$ cat src/pitsr_pkg.sv
// Shared types, constants and helpers for the packed index table with swap-and-pop removal.
// Used by pitsr_round and packed_index_table_swap_remove; depends on nothing.
package pitsr_pkg;

	localparam int DEPTH_DEF      = 1024;
	localparam int OWNER_BITS_DEF = 16;

	localparam int KIND_W     = 3;
	localparam int DATA_W     = 32;
	localparam int OWN_W      = 16;
	localparam int SLOT_W     = 10;
	localparam int OFS_W      = 64;
	localparam int CNT_OUT_W  = 11;
	localparam int CAP_W      = 16;
	localparam int STAT_W     = 2;
	localparam int GRAN_W     = 11;
	localparam int BLK_W      = 7;
	localparam int CFG_IDX_W  = 8;
	localparam int CFG_DATA_W = 16;
	localparam int S_TDATA_W  = 128;
	localparam int M_TDATA_W  = 168;

	localparam logic [KIND_W-1:0] KIND_ADD    = 3'd0;
	localparam logic [KIND_W-1:0] KIND_REMOVE = 3'd1;
	localparam logic [KIND_W-1:0] KIND_RESIZE = 3'd2;
	localparam logic [KIND_W-1:0] KIND_SYNC   = 3'd3;
	localparam logic [KIND_W-1:0] KIND_READ   = 3'd4;

	localparam logic [STAT_W-1:0] STAT_OK   = 2'd0;
	localparam logic [STAT_W-1:0] STAT_FULL = 2'd1;
	localparam logic [STAT_W-1:0] STAT_BAD  = 2'd2;

	localparam logic [CFG_IDX_W-1:0] CFG_GRANULE = 8'd0;
	localparam logic [CFG_IDX_W-1:0] CFG_BLOCKS  = 8'd1;

	localparam logic [GRAN_W-1:0] GRAN_RST = 11'd16;
	localparam logic [BLK_W-1:0]  BLK_RST  = 7'd4;
	localparam logic [CAP_W-1:0]  CAP_MAX  = 16'hFFFF;

	typedef enum logic [1:0] {
		ST_IDLE,
		ST_READ,
		ST_ROUND,
		ST_FIN
	} state_t;

	typedef struct packed {
		logic             done;
		logic [CAP_W-1:0] result;
	} round_rsp_t;

	// zero granule behaves as one
	function automatic logic [GRAN_W-1:0] granule_eff(input logic [GRAN_W-1:0] g);
		return (g == '0) ? GRAN_W'(1) : g;
	endfunction

	function automatic logic [CAP_W-1:0] load_cap(input logic [GRAN_W-1:0] g,
			input logic [BLK_W-1:0] ib);
		logic [GRAN_W+BLK_W-1:0] p;
		p = (GRAN_W+BLK_W)'(granule_eff(g)) * (GRAN_W+BLK_W)'(ib);
		return (p > (GRAN_W+BLK_W)'(CAP_MAX)) ? CAP_MAX : CAP_W'(p);
	endfunction

endpackage

$ cat src/pitsr_round.sv
// Round-up unit: n rounded up to a multiple of the granule, saturated to 16 bits.
// Restoring remainder, one bit of n per cycle. Depends on pitsr_pkg.
module pitsr_round #(
	parameter int NW = 12
) (
	input  logic                          clk,
	input  logic                          arst_n,
	input  logic                          start,
	input  logic [NW-1:0]                 n,
	input  logic [pitsr_pkg::GRAN_W-1:0]  granule,
	output pitsr_pkg::round_rsp_t         rsp
);

	localparam int CTW = $clog2(NW + 1);
	localparam int SW  = ((NW > pitsr_pkg::GRAN_W) ? NW : pitsr_pkg::GRAN_W) + 1;

	logic                         busy_q;
	logic [CTW-1:0]               cnt_q;
	logic [NW-1:0]                shf_q;
	logic [NW-1:0]                nk_q;
	logic [pitsr_pkg::GRAN_W-1:0] g_q;
	logic [pitsr_pkg::GRAN_W-1:0] rem_q;
	logic [pitsr_pkg::GRAN_W:0]   trial;
	logic [pitsr_pkg::GRAN_W-1:0] rem_next;
	logic [SW-1:0]                up;

	always_comb begin
		trial = {rem_q, shf_q[NW-1]};
		rem_next = (trial >= {1'b0, g_q}) ? pitsr_pkg::GRAN_W'(trial - {1'b0, g_q})
			: pitsr_pkg::GRAN_W'(trial);
		up = (rem_q == '0) ? SW'(nk_q) : SW'(nk_q) - SW'(rem_q) + SW'(g_q);
		rsp.done = busy_q && (cnt_q == '0);
		rsp.result = (32'(up) > 32'(pitsr_pkg::CAP_MAX)) ? pitsr_pkg::CAP_MAX
			: pitsr_pkg::CAP_W'(up);
	end

	always_ff @(posedge clk or negedge arst_n) begin
		if (!arst_n) begin
			busy_q <= 1'b0;
			cnt_q  <= '0;
		end else if (start) begin
			busy_q <= 1'b1;
			cnt_q  <= CTW'(NW);
		end else if (busy_q) begin
			if (cnt_q == '0) begin
				busy_q <= 1'b0;
			end else begin
				cnt_q <= cnt_q - CTW'(1);
			end
		end
	end

	always_ff @(posedge clk) begin
		if (start) begin
			shf_q <= n;
			nk_q  <= n;
			g_q   <= granule;
			rem_q <= '0;
		end else if (busy_q && (cnt_q != '0)) begin
			shf_q <= shf_q << 1;
			rem_q <= rem_next;
		end
	end

endmodule

$ cat config.mk
export PLATFORM = sky130hd
export DESIGN_NAME = pitsr_round
export DESIGN_NICKNAME = d
export VERILOG_FILES = /design/src/pitsr_pkg.sv /design/src/pitsr_round.sv
export SDC_FILE = /design/constraint.sdc
export NUM_CORES = 1
export LEC_CHECK = 0
export ABC_AREA = 1
export BUFFER_PORTS_ARGS = -buffer_cell sky130_fd_sc_hd__buf_2
export CAP_MARGIN = 25
export CELL_PAD_IN_SITES_DETAIL_PLACEMENT = 1
export CELL_PAD_IN_SITES_GLOBAL_PLACEMENT = 1
export CORE_UTILIZATION = 30
export CTS_BUF_LIST = sky130_fd_sc_hd__clkbuf_8
export CTS_CLUSTER_DIAMETER = 30
export DETAILED_ROUTE_END_ITERATION = 8
export PLACE_DENSITY = 0.63
export SKIP_CTS_REPAIR_TIMING = 1
export SLEW_MARGIN = 10
export SYNTH_ARGS = -nofsm -noshare
export SYNTH_HDL_FRONTEND = slang
export SYNTH_SLANG_ARGS = --single-unit
$ cat constraint.sdc
create_clock -name clk -period 4.25 [get_ports clk]
set_clock_uncertainty 0.05 [all_clocks]
set_input_delay 0.6375 -clock clk [delete_from_list [all_inputs] [get_ports clk]]
set_output_delay 0.6375 -clock clk [all_outputs]
set_load 0.01 [all_outputs]
* Word-level counts from Yosys, hierarchy flattened
Cells that the tools add are included.
** Cells by class
- Add/subtract/negate cells :: 4
- Reduce and logical (&&, ||, !) cells :: 8
- $lt $le $gt $ge :: 1
- Multiplexer cells :: 10
- Eq/ne operators :: 1
** Operator list (count)
- 12-bit 2-to-1 mux :: 2
- 13-bit by 11-bit adder with 13-bit output :: 1
- 13-bit 2-to-1 mux :: 1
- 12-bit by 11-bit subtractor with 13-bit output :: 1
- 12-bit by 11-bit >= comparator with 1-bit output :: 1
- 4-bit 2-to-1 mux :: 3
- 11-bit logical NOT :: 1
- 11-bit 2-to-1 mux :: 1
- 11-bit subtractor :: 1
- 4-bit logical NOT :: 1
- 2-bit nonzero test :: 2
- 4-bit nonzero test :: 1
- 4-bit by 1-bit subtractor with 4-bit output, second input constant :: 1
- 1-bit 2-to-1 mux :: 3
- 1-bit logical AND :: 2
- 2-bit != test, second input constant :: 1
- 2-bit AND reduction :: 1
** Word-level totals
- Output and inout port bits :: 17
- Flip-flop bits (word level) :: 51
- Input port bits :: 26
- Word-level logic and storage cells :: 30

* Longest topological paths before layout
Gate-level depths: netlist (run 1).
- Depth in word-level cells :: 4
- Mapped depth :: 13
- Gate-level depth less buffers :: 13

* Worst setup path after synthesis (run 1)
No wires, ideal clock.
- Path kind :: reg2out
- From :: register g_q[1] (netlist name)
- To :: output port rsp[6] (netlist name)
- Cell stages (with the launch flop) :: 10
- Data arrival time :: 2198 ps
- Slack :: 1365 ps
- Data required time :: 3562 ps
- Path buffers :: 0
- Cells stage by stage :: edfxtp_1 > inv_1 > fa_1 > inv_1 > fa_1 > nand3_1 > nand2_1 > a21boi_0 > xor2_1 > o21ai_0
** RTL lines
- from (decl) :: RTL line pitsr_round.sv:21 : logic [pitsr_pkg::GRAN_W-1:0] g_q;
- from (signal assigned) :: RTL line pitsr_round.sv:57 : g_q <= granule;
- to (decl) :: RTL line pitsr_round.sv:11 : output pitsr_pkg::round_rsp_t rsp

==> results of run 1 <==
-- cells in the final DEF, fill, tap and decap left out, drive strengths merged --
cell / count
nand2: 163
inv: 113
nand3: 46
buf: 40
edfxtp: 35
nor2: 28
ha: 25
o21ai: 18
nand4: 17
a21oi: 13
fa: 12
dfxtp: 11
xor2: 5
dfrtp: 5
clkbuf: 5
nor3: 4
o21bai: 3
o22ai: 3
conb: 3
xnor2: 2
or2: 2
a21boi: 1
clkinvlp: 1
-- through the flow --
stage | total power [mW] | util (%)
finish | 3.23 | 34.2
global route | 3.61 | 34.2
CTS | 3.27 | 34.2
detailed placement | 2.94 | 33.4
global placement | 2.89 | 33.4
floorplan | 2.29 | -
-- worst max-delay path, cell delays in order, from the launching register on --
cell	delay (ps)
edfxtp_1	350
inv_1	70
fa_1	540
inv_1	50
ha_1	380
a21oi_1	280
nand2_1	190
a21oi_1	210
xor2_1	90
o21ai_0	220
buf_2	180
-- cells by family (layout without fill, tap and decap cells) --
group / Yosys count / in the layout / share of synthesized area [%]
AND/OR/NAND/NOR: 260 / 260 / 29.6
XOR/XNOR: 7 / 7 / 1.59
AO/OA/AOI/OAI: 38 / 38 / 5.39
buffers and inverters: 122 / 159 / 12.8
flip-flops: 51 / 51 / 36.2
other: 1 / 3 / 0.0973
adder cells (fa/ha/maj): 37 / 37 / 14.4
-- worst max-delay path by stage --
| stage | start | to | slack (ps) |
|---|---|---|---|
| after CTS | nk_q[2] | rsp[5] | 620 |
| after floorplan | g_q[1] | rsp[6] | 1360 |
| after global placement | nk_q[2] | rsp[5] | 1070 |
| after global routing | nk_q[2] | rsp[5] | 510 |
| after detailed placement | nk_q[2] | rsp[5] | 990 |
| final | nk_q[2] | rsp[5] | 700 |
-- area by class of cell --
class	count	area share [%]
multi-input cells	345	45.9
flip-flops and latches	51	32.5
inverters	111	9.70
well taps	172	5.01
repair buffers	40	4.72
clock buffers	5	1.60
clock inverters	3	0.582
-- report_power, final --
part / internal [mW] / leakage [nW] / switching, mW / total, mW
Sequential: 0.623 / 0.503 / 0.0810 / 0.704
Combinational: 0.814 / 1.73 / 1.40 / 2.21
Clock: 0.121 / 0.0452 / 0.192 / 0.312
-- state kept, by name, summed over array words and instances (netlist names) --
name    flops
cnt_q       4
rem_q      11
g_q        11
shf_q      12
busy_q      1
nk_q       12
-- layer usage --
metal / wire [µm] / part of all wire [%] / vias up
met3: 390 / 3.7 / 2
li1: - / - / 1695
met2: 5140 / 49 / 57
met5: 0 / 0 / -
met4: 26 / 0.25 / 0
met1: 5000 / 47 / 1637
==> metrics.yaml, run 1 <==
grt_antenna_before_repair: 0
drv_cap: 0
cp.arrival_ps: 2870
drtIter0Drc: 113
finalSetupTns_ps: 0
nets: 617
run_status: "finished clean"
syn_avg_cell_area_um2: 7.47
design_area_um2: 4300
cp_max_fo: 7
portBuffers: 39
timing.rr.start: "g_q[0]"
grt_use_met3_pct: 3.00
fin_crit_ps: 3550
start_kind: "flop"
cts_buffers: 5
yosys-top-cells-count: "157 x nand2_1, 109 x inv_1, 39 x nand3_1"
power_density_nw_per_um2: 751
synth_cell_types: 31
multi_input_area_um2: 1970
wirelength_um: 10600
yosysSeqAreaShare_pct: 36.2
grt_pass1_wl_um: 17900
wl_per_cell_um: 14.5
cts_tree: "yes"
std_cell_rows: 41
layoutNonFillerInstCount: 727
whs_ps: 64.2
rsz0062_at_grt: "no"
finalHoldViolations: 0
p_leak_nw: 2.27
first_pass_iters: 4
min_path_type: "in -> async"
yosys.area.top_type_share_pct: 27.3
synth_area_leaders: "edfxtp_1 27%, nand2_1 15%, inv_1 11%, ha_1 8.1%, fa_1 6.2%"
ios: 43
synth_edf_count: 35
regArea_um2: 1400
drive_gt1_share_pct: 11.9
synth-async-reset-ratio_pct: 9.80
worstReg2RegEnd: "rem_q[0]"
antenna_left: 0
setup-violations-final: 0
grt_pass1_vias: 3567
dpl.hpwl_um: 8680
die_w_um: 115
h-tree-depth: 2
fill_cells: 1576
placed_cell_area_um2: 4200
drv_slew: 0
ys_seq_elements: 51
pre_cts_slack_ps: 994
clock.fmax_mhz: 281
start_util_pct: 30.7
cts_root_buffer: "clkbuf_8"
grt-busiest-layer: "met2"
path_class: "reg -> out"
yosysMostFrequentCell: "nand2_1"
tightest_slew_ps: 844
place_inst: 719
use_met2_pct: 30.1
ys_warn_count: 0
die_h_um: 115
gr-usage-met1_pct: 23.0
slew-limit-headroom_pct: 43.5
gp_congestion: 0.834
routed_via_density: 4.66
clockBufferDepth: 2
grt_overflow: 0
die_area_um2: 13300
finalCritPeriodShare_pct: 83.6
reg2reg_depth: 10
setup.worst_path.end_class: "output pin"
syn_area_um2: 3850
required_ps: 3560
coreArea_um2: 12600
clock_sinks: 51
grt_max_degree: 39
clkSlewWorstSetupHoldPaths_ps: 110
area_growth_pct: 11.5
diodes: 0
r2r_slack_ps: 1840
vias: 3391
drc: 0
fin_ws_ps: 696
clkLatencyLatePin_ps: 320
grt_usage_pct: 17.4
synth_top_area_cell: "edfxtp_1"
synth_ff_type: "edfxtp_1"
postSynthCellCount: 516
peakVddDrop_mv: 0.247
Power figures use the tool's default switching activity.
==> run 2, diff against run 1 <==
ABC_AREA = 0   (was 1)
clock period = 3.2 ns   (was 4.25 ns; I/O delays follow)
==> run 2 against run 1 <==
Against the previous run: the run now ends with design-rule violations, negative setup slack left; non-clock buffer count grew 31; synthesized cell count shrank 28%; critical path type unchanged; cell area grew 3.0%; routed wire length shrank 14%.
==> metrics.yaml, run 2 <==
die_h_um: 112  # -2.8%
drv_cap: 0  # unchanged
grt_pass1_wl_um: 14600  # -18%
violations: "design-rule violations, negative setup slack"
required_ps: 2670  # -890 ps
p_total_mw: 5.06  # +57%
die_area_um2: 12600  # -5.4%
cts_buffers: 5  # unchanged
cp_max_fo: 2  # -5
worstReg2RegEnd: "rem_q[0]"
vias: 2848  # -16%
grt_antenna_before_repair: 0  # unchanged
grt_pass1_vias: 2921  # -18%
place_inst: 562  # -22%
seq_power_share_pct: 18.2  # -3.6 points
fin_util_pct: 38.1  # +3.9 points
finalCritPeriodShare_pct: 113
synth-async-reset-ratio_pct: 9.80  # unchanged
clockBufferDepth: 2  # unchanged
run_status: "finished, violations left"
ys_seq_elements: 51  # unchanged
whs_path_depth: 1
start_util_pct: 31.3  # +0.69 points
dpl.hpwl_um: 6980  # -20%
clkLatencyLatePin_ps: 300  # -20 ps
antenna_left: 0  # unchanged
cts_tree: "yes"
cp.arrival_ps: 3080  # +210 ps
syn_area_um2: 3640  # -5.5%
fin_ws_ps: -406  # -1100 ps
gp_congestion: 0.822  # -1.4%
portBuffers: 39  # unchanged
layoutNonFillerInstCount: 580  # -20%
die_w_um: 112  # -2.8%
coreArea_um2: 11600  # -7.6%
crit_top_cell: "inv_2"
slew-limit-headroom_pct: 41.7  # -1.9 points
setup.worst_path.end_class: "output pin"
postSynthCellCount: 370  # -28%
cts_root_buffer: "clkbuf_8"
diodes: 0  # unchanged
fin_crit_ps: 3610
ys_warn_count: 0  # unchanged
ios: 43  # unchanged
yosysSeqAreaShare_pct: 38.4  # +2.1 points
slowest_stage: "fa_1"
design_area_um2: 4430  # +3.0%
yosys-top-cells-count: "57 x inv_1, 35 x edfxtp_1, 33 x nor2_1"
final_common_cell: "inv_1"
power_density_nw_per_um2: 1140  # +52%
synth_top_area_cell: "edfxtp_1"
rsz0062_at_grt: "yes"
drive_gt1_share_pct: 27.2  # +15 points
drtIter0Drc: 85  # -25%
pre_cts_slack_ps: -269  # -1260 ps
clock_sinks: 51  # unchanged
yosys.area.top_type_share_pct: 28.9  # +1.6 points
finalHoldViolations: 0  # unchanged
start_kind: "flop"
timing.rr.start: "g_q[0]"
critPathMaxStageDelay_ps: 570  # +30 ps
reg2reg_depth: 9  # -1
yosysMostFrequentCell: "inv_1"
syn_avg_cell_area_um2: 9.84  # +32%
placed_cell_area_um2: 4100  # -2.4%
clock.fmax_mhz: 277
reg_top3: "nk_q: 12 flops, shf_q: 12 flops"
h-tree-depth: 2  # unchanged
clkSlewWorstSetupHoldPaths_ps: 100  # about the same
drc: 3  # +3
nets: 499  # -19%
r2r_slack_ps: 470  # -1370 ps
holdCritStartpoint: "granule[2]"
synth_cell_types: 62  # +100%
synth_area_leaders: "edfxtp_1 29%, ha_1 8.6%, fa_1 6.6%, dfxtp_1 6.1%, inv_1 5.9%"
drv_slew: 0  # unchanged
grt_overflow: 0  # unchanged
final_cell_mix: "55 x inv_1, 39 x buf_2, 35 x edfxtp_1"
setup-violations-final: 8  # +8
power.share.clock_pct: 9.2  # -0.5 points
p_leak_nw: 1.93  # -15%
swShare_pct: 45.7  # -6.0 points
min_path_type: "in -> reg"
grt_max_degree: 25  # -36%
synth_ff_type: "edfxtp_1"
std_cell_rows: 39  # -4.9%
path_class: "reg -> out"
grt_usage_pct: 14.7  # -2.7 points
hold_end: "g_q[2]"
routed_via_density: 4.91  # +5.3%
intPower_mw: 2.74  # +76%
first_pass_iters: 6  # +2
tightest_slew_ps: 874  # +29.5 ps
wirelength_um: 9040  # -14%
area_growth_pct: 21.6
whs_ps: 293  # +229 ps
fill_cells: 1342  # -15%
p_comb_share_pct: 72.6  # +4.1 points
p_switching_mw: 2.31  # +39%
peakVddDrop_mv: 0.444  # +80%
wl_per_cell_um: 15.6  # +7.4%
finalSetupTns_ps: -2130  # -2130 ps
path_cells: "inv_2 -> fa_1 -> inv_2 -> fa_2 -> a21oi_4 -> o21ai_2 -> a2111o_1 -> a41oi_2 -> xor2_1 -> a21oi_1 -> buf_2"
synth_edf_count: 35  # unchanged
## run 2: cell types whose count changed in the layout (fill, tap and decap cells not counted), sizes merged, moves of 5 or more
cell	change
nand2	-149
nand3	-36
xnor2	+10
a311oi	+6
nand4	-13
mux2	+12
nor2	+5
buf	+30
a21oi	+16
o21a	+5
o31ai	+5
inv	-55
## run 2: cells by family after synthesis
kind of cell / Yosys count / share of synthesized area (%)
AOI/OAI and AO/OA: 89 / 17.7
muxes: 14 / 4.26
xor gates and xnor gates: 17 / 4.09
adders and majority gates: 37 / 15.2
and+or+nand+nor: 90 / 12.1
DFF: 51 / 38.4
buffers and inverters: 71 / 8.18
other: 1 / 0.103
## run 2: final cells by class
cell class                 instances  area (µm²)  share of cell area, %
clock buffer                       5        68.8                   1.55
clock inverter                     3        47.5                   1.07
inverter                          57         214                   4.83
multi-input combinational        250        2060                   46.6
sequential                        51        1400                   31.5
tap                              143         179                   4.04
timing repair buffer              71         460                   10.4
## run 2: power by group through the flow
stage | Sequential [mW] | Clock [mW] | Combinational [mW]
after CTS | 0.922 | 0.483 | 3.23
after global placement | 0.932 | 0 | 3.14
final | 0.921 | 0.463 | 3.67
after floorplan | 0.922 | 0 | 2.16
after detailed placement | 0.936 | 0 | 3.20
after global routing | 0.937 | 0.506 | 4.04
## run 2: how the worst max path moves through the flow
stage,start,slack (ps),to,cells after the start
finish,g_q[1],-410,rsp[10],11
global route,g_q[1],-540,rsp[10],11
CTS,g_q[1],-680,rsp[10],11
detailed placement,g_q[1],-270,rsp[10],11
global placement,nk_q[1],-160,rsp[10],11
floorplan,g_q[1],30,rsp[10],10
## run 2: worst max-delay path, delay by kind of cell (launching register included)
kind            cells  cell delay [ps]
compound gates      5              970
xor+xnor            1              160
fa+ha+maj           2              960
buf+inv             3              290
flops               1              390
## run 2: layer usage
metal	GRT usage [%]	wire length (µm)
met4	2.40	36
met5	0	0
met3	2.65	224
met1	20.5	4510
met2	24.1	4280
==> run 3, diff against run 2 <==
PLACE_DENSITY = 0.61   (was 0.63)
clock period = 4.3 ns   (was 3.2 ns; I/O delays follow)
==> run 3 against run 2 <==
Against the previous run: the run ends with design-rule violations left; register-to-register slack improved by 1100 ps; total power fell by 35%; sequential power decreased by 22%; count of clock-buffer cells in the layout unchanged; routed wire length shrank 2.6%; cell count fell by 5.2%; via count down 2.4%; worst setup slack improved by 710 ps; cell area fell by 8.0%; core utilization fell by 3.0 points; combinational power decreased by 40%.
==> metrics.yaml, run 3 (synthesis gave the netlist of run 2 again) <==
run_status: "finished, violations left"
violations: "design-rule violations"
drv_cap: 0  # unchanged
cp.buffers_inverters: 3  # unchanged
reg_top3: "nk_q: 12 flops, shf_q: 12 flops"
drive_gt1_share_pct: 18.7  # -8.6 points
h-tree-depth: 2  # unchanged
regArea_um2: 1400  # unchanged
std_cell_rows: 39  # unchanged
tightest_slew_ps: 901  # +27.0 ps
coreArea_um2: 11600  # unchanged
dpl.hpwl_um: 7010  # +0.32%
cts_tree: "yes"
p_switching_mw: 1.56  # -33%
grt_usage_pct: 15.1  # +0.40 points
nets: 469  # -6.0%
clock.fmax_mhz: 250
clockBufferDepth: 2  # unchanged
clkLatencyLatePin_ps: 320  # +20 ps
clock_sinks: 51  # unchanged
finalCritPeriodShare_pct: 92.9
critical-path-top-delay-family: "compound AO/OA/AOI/OAI gates"
finalHoldViolations: 0  # unchanged
grt_max_degree: 36  # +44%
required_ps: 3610  # +940 ps
start_kind: "flop"
fill_cells: 1349  # +0.52%
ios: 43  # unchanged
final_cell_mix: "57 x inv_1, 39 x buf_2, 35 x edfxtp_1"
die_area_um2: 12600  # unchanged
layoutNonFillerInstCount: 550  # -5.2%
grt_antenna_before_repair: 0  # unchanged
fin_ws_ps: 307  # +713 ps
p_leak_nw: 1.76  # -8.8%
slowest_stage: "fa_1"
rsz0062_at_grt: "no"
p_comb_share_pct: 67.1  # -5.5 points
drv_slew: 0  # unchanged
wirelength_um: 8810  # -2.6%
drtIter0Drc: 82  # -3.5%
slew-limit-headroom_pct: 39.8  # -1.9 points
grt_pass1_vias: 2916  # -0.17%
fin_crit_ps: 3990
power.share.clock_pct: 11.0  # +1.8 points
gp_congestion: 0.827  # +0.55%
cp.arrival_ps: 3300  # +220 ps
seq_power_share_pct: 21.9  # +3.7 points
pre_cts_slack_ps: 567  # +837 ps
setup-violations-final: 0  # -8
whs_ps: 69.8  # -223 ps
intPower_mw: 1.71  # -38%
path_class: "reg -> out"
cp_max_fo: 2  # unchanged
die_h_um: 112  # unchanged
critPathMaxStageDelay_ps: 500  # -70 ps
routed_via_density: 5.05  # +2.9%
cts_buffers: 5  # unchanged
setup.worst_path.end_class: "output pin"
min_path_type: "in -> async"
final_common_cell: "inv_1"
antenna_left: 0  # unchanged
placed_cell_area_um2: 3950  # -3.7%
first_pass_iters: 8  # +2
place_inst: 542  # -3.6%
drc: 3  # unchanged
peakVddDrop_mv: 0.294  # -34%
grt_pass1_wl_um: 15000  # +2.2%
design_area_um2: 4070  # -8.0%
vias: 2779  # -2.4%
p_total_mw: 3.27  # -35%
multi_input_area_um2: 1960  # -5.0%
clkSlewWorstSetupHoldPaths_ps: 110  # about the same
start_util_pct: 31.3  # unchanged
path_cells: "inv_1 -> fa_1 -> inv_1 -> fa_1 -> a21oi_2 -> o21ai_0 -> a2111o_1 -> a41oi_1 -> xor2_1 -> a21oi_1 -> buf_2"
grt_overflow: 0  # unchanged
finalSetupTns_ps: 0  # +2130 ps
diodes: 0  # unchanged
power_density_nw_per_um2: 803  # -30%
area_growth_pct: 11.9
die_w_um: 112  # unchanged
cts_root_buffer: "clkbuf_8"
portBuffers: 39  # unchanged
wl_per_cell_um: 16.0  # +2.7%
fin_util_pct: 35.1  # -3.0 points
swShare_pct: 47.7  # +2.0 points
## run 3: final timing paths
check | end | slack [ps] | from | cells past startpoint
max | rsp[10] | 310 | g_q[1] | 11
min | cnt_q[0] | 70 | arst_n | 1
max reg2reg | rem_q[0] | 1610 | shf_q[11] | 9
min reg2reg | cnt_q[3] | 490 | cnt_q[3] | 2
max in group asynchronous | busy_q | 4000 | arst_n | 1
min in group clk | g_q[5] | 440 | granule[5] | 1
## run 3: power by group through the flow
stage | Clock [mW] | Combinational (mW) | Sequential [mW]
CTS | 0.369 | 2.22 | 0.719
finish | 0.359 | 2.19 | 0.716
detailed placement | 0 | 2.21 | 0.730
floorplan | 0 | 1.60 | 0.686
global route | 0.387 | 2.47 | 0.731
global placement | 0 | 2.16 | 0.726
## run 3: cell type report
type,count,area share (%)
repair buffers,41,5.16
clock inverters,3,1.17
well taps,143,4.39
inverters,57,5.25
multi-input cells,250,48.0
flip-flops and latches,51,34.3
clock buffers,5,1.69
## run 3: layer usage
metal / track usage [%] / part of all wire [%] / up-vias
met2: 23.6 / 45 / 33
met3: 2.70 / 2.4 / 8
li1: - / - / 1371
met1: 21.7 / 52 / 1367
met4: 3.02 / 0.77 / 0
met5: 0 / 0 / -
## run 3: worst register-to-register path: stages (launching register included)
cell,delay [ps]
edfxtp_1,400
inv_1,60
ha_1,250
fa_1,430
nand2b_1,200
o2bb2ai_2,170
a21oi_2,170
o2111ai_2,340
a21o_1,280
a311oi_1,260
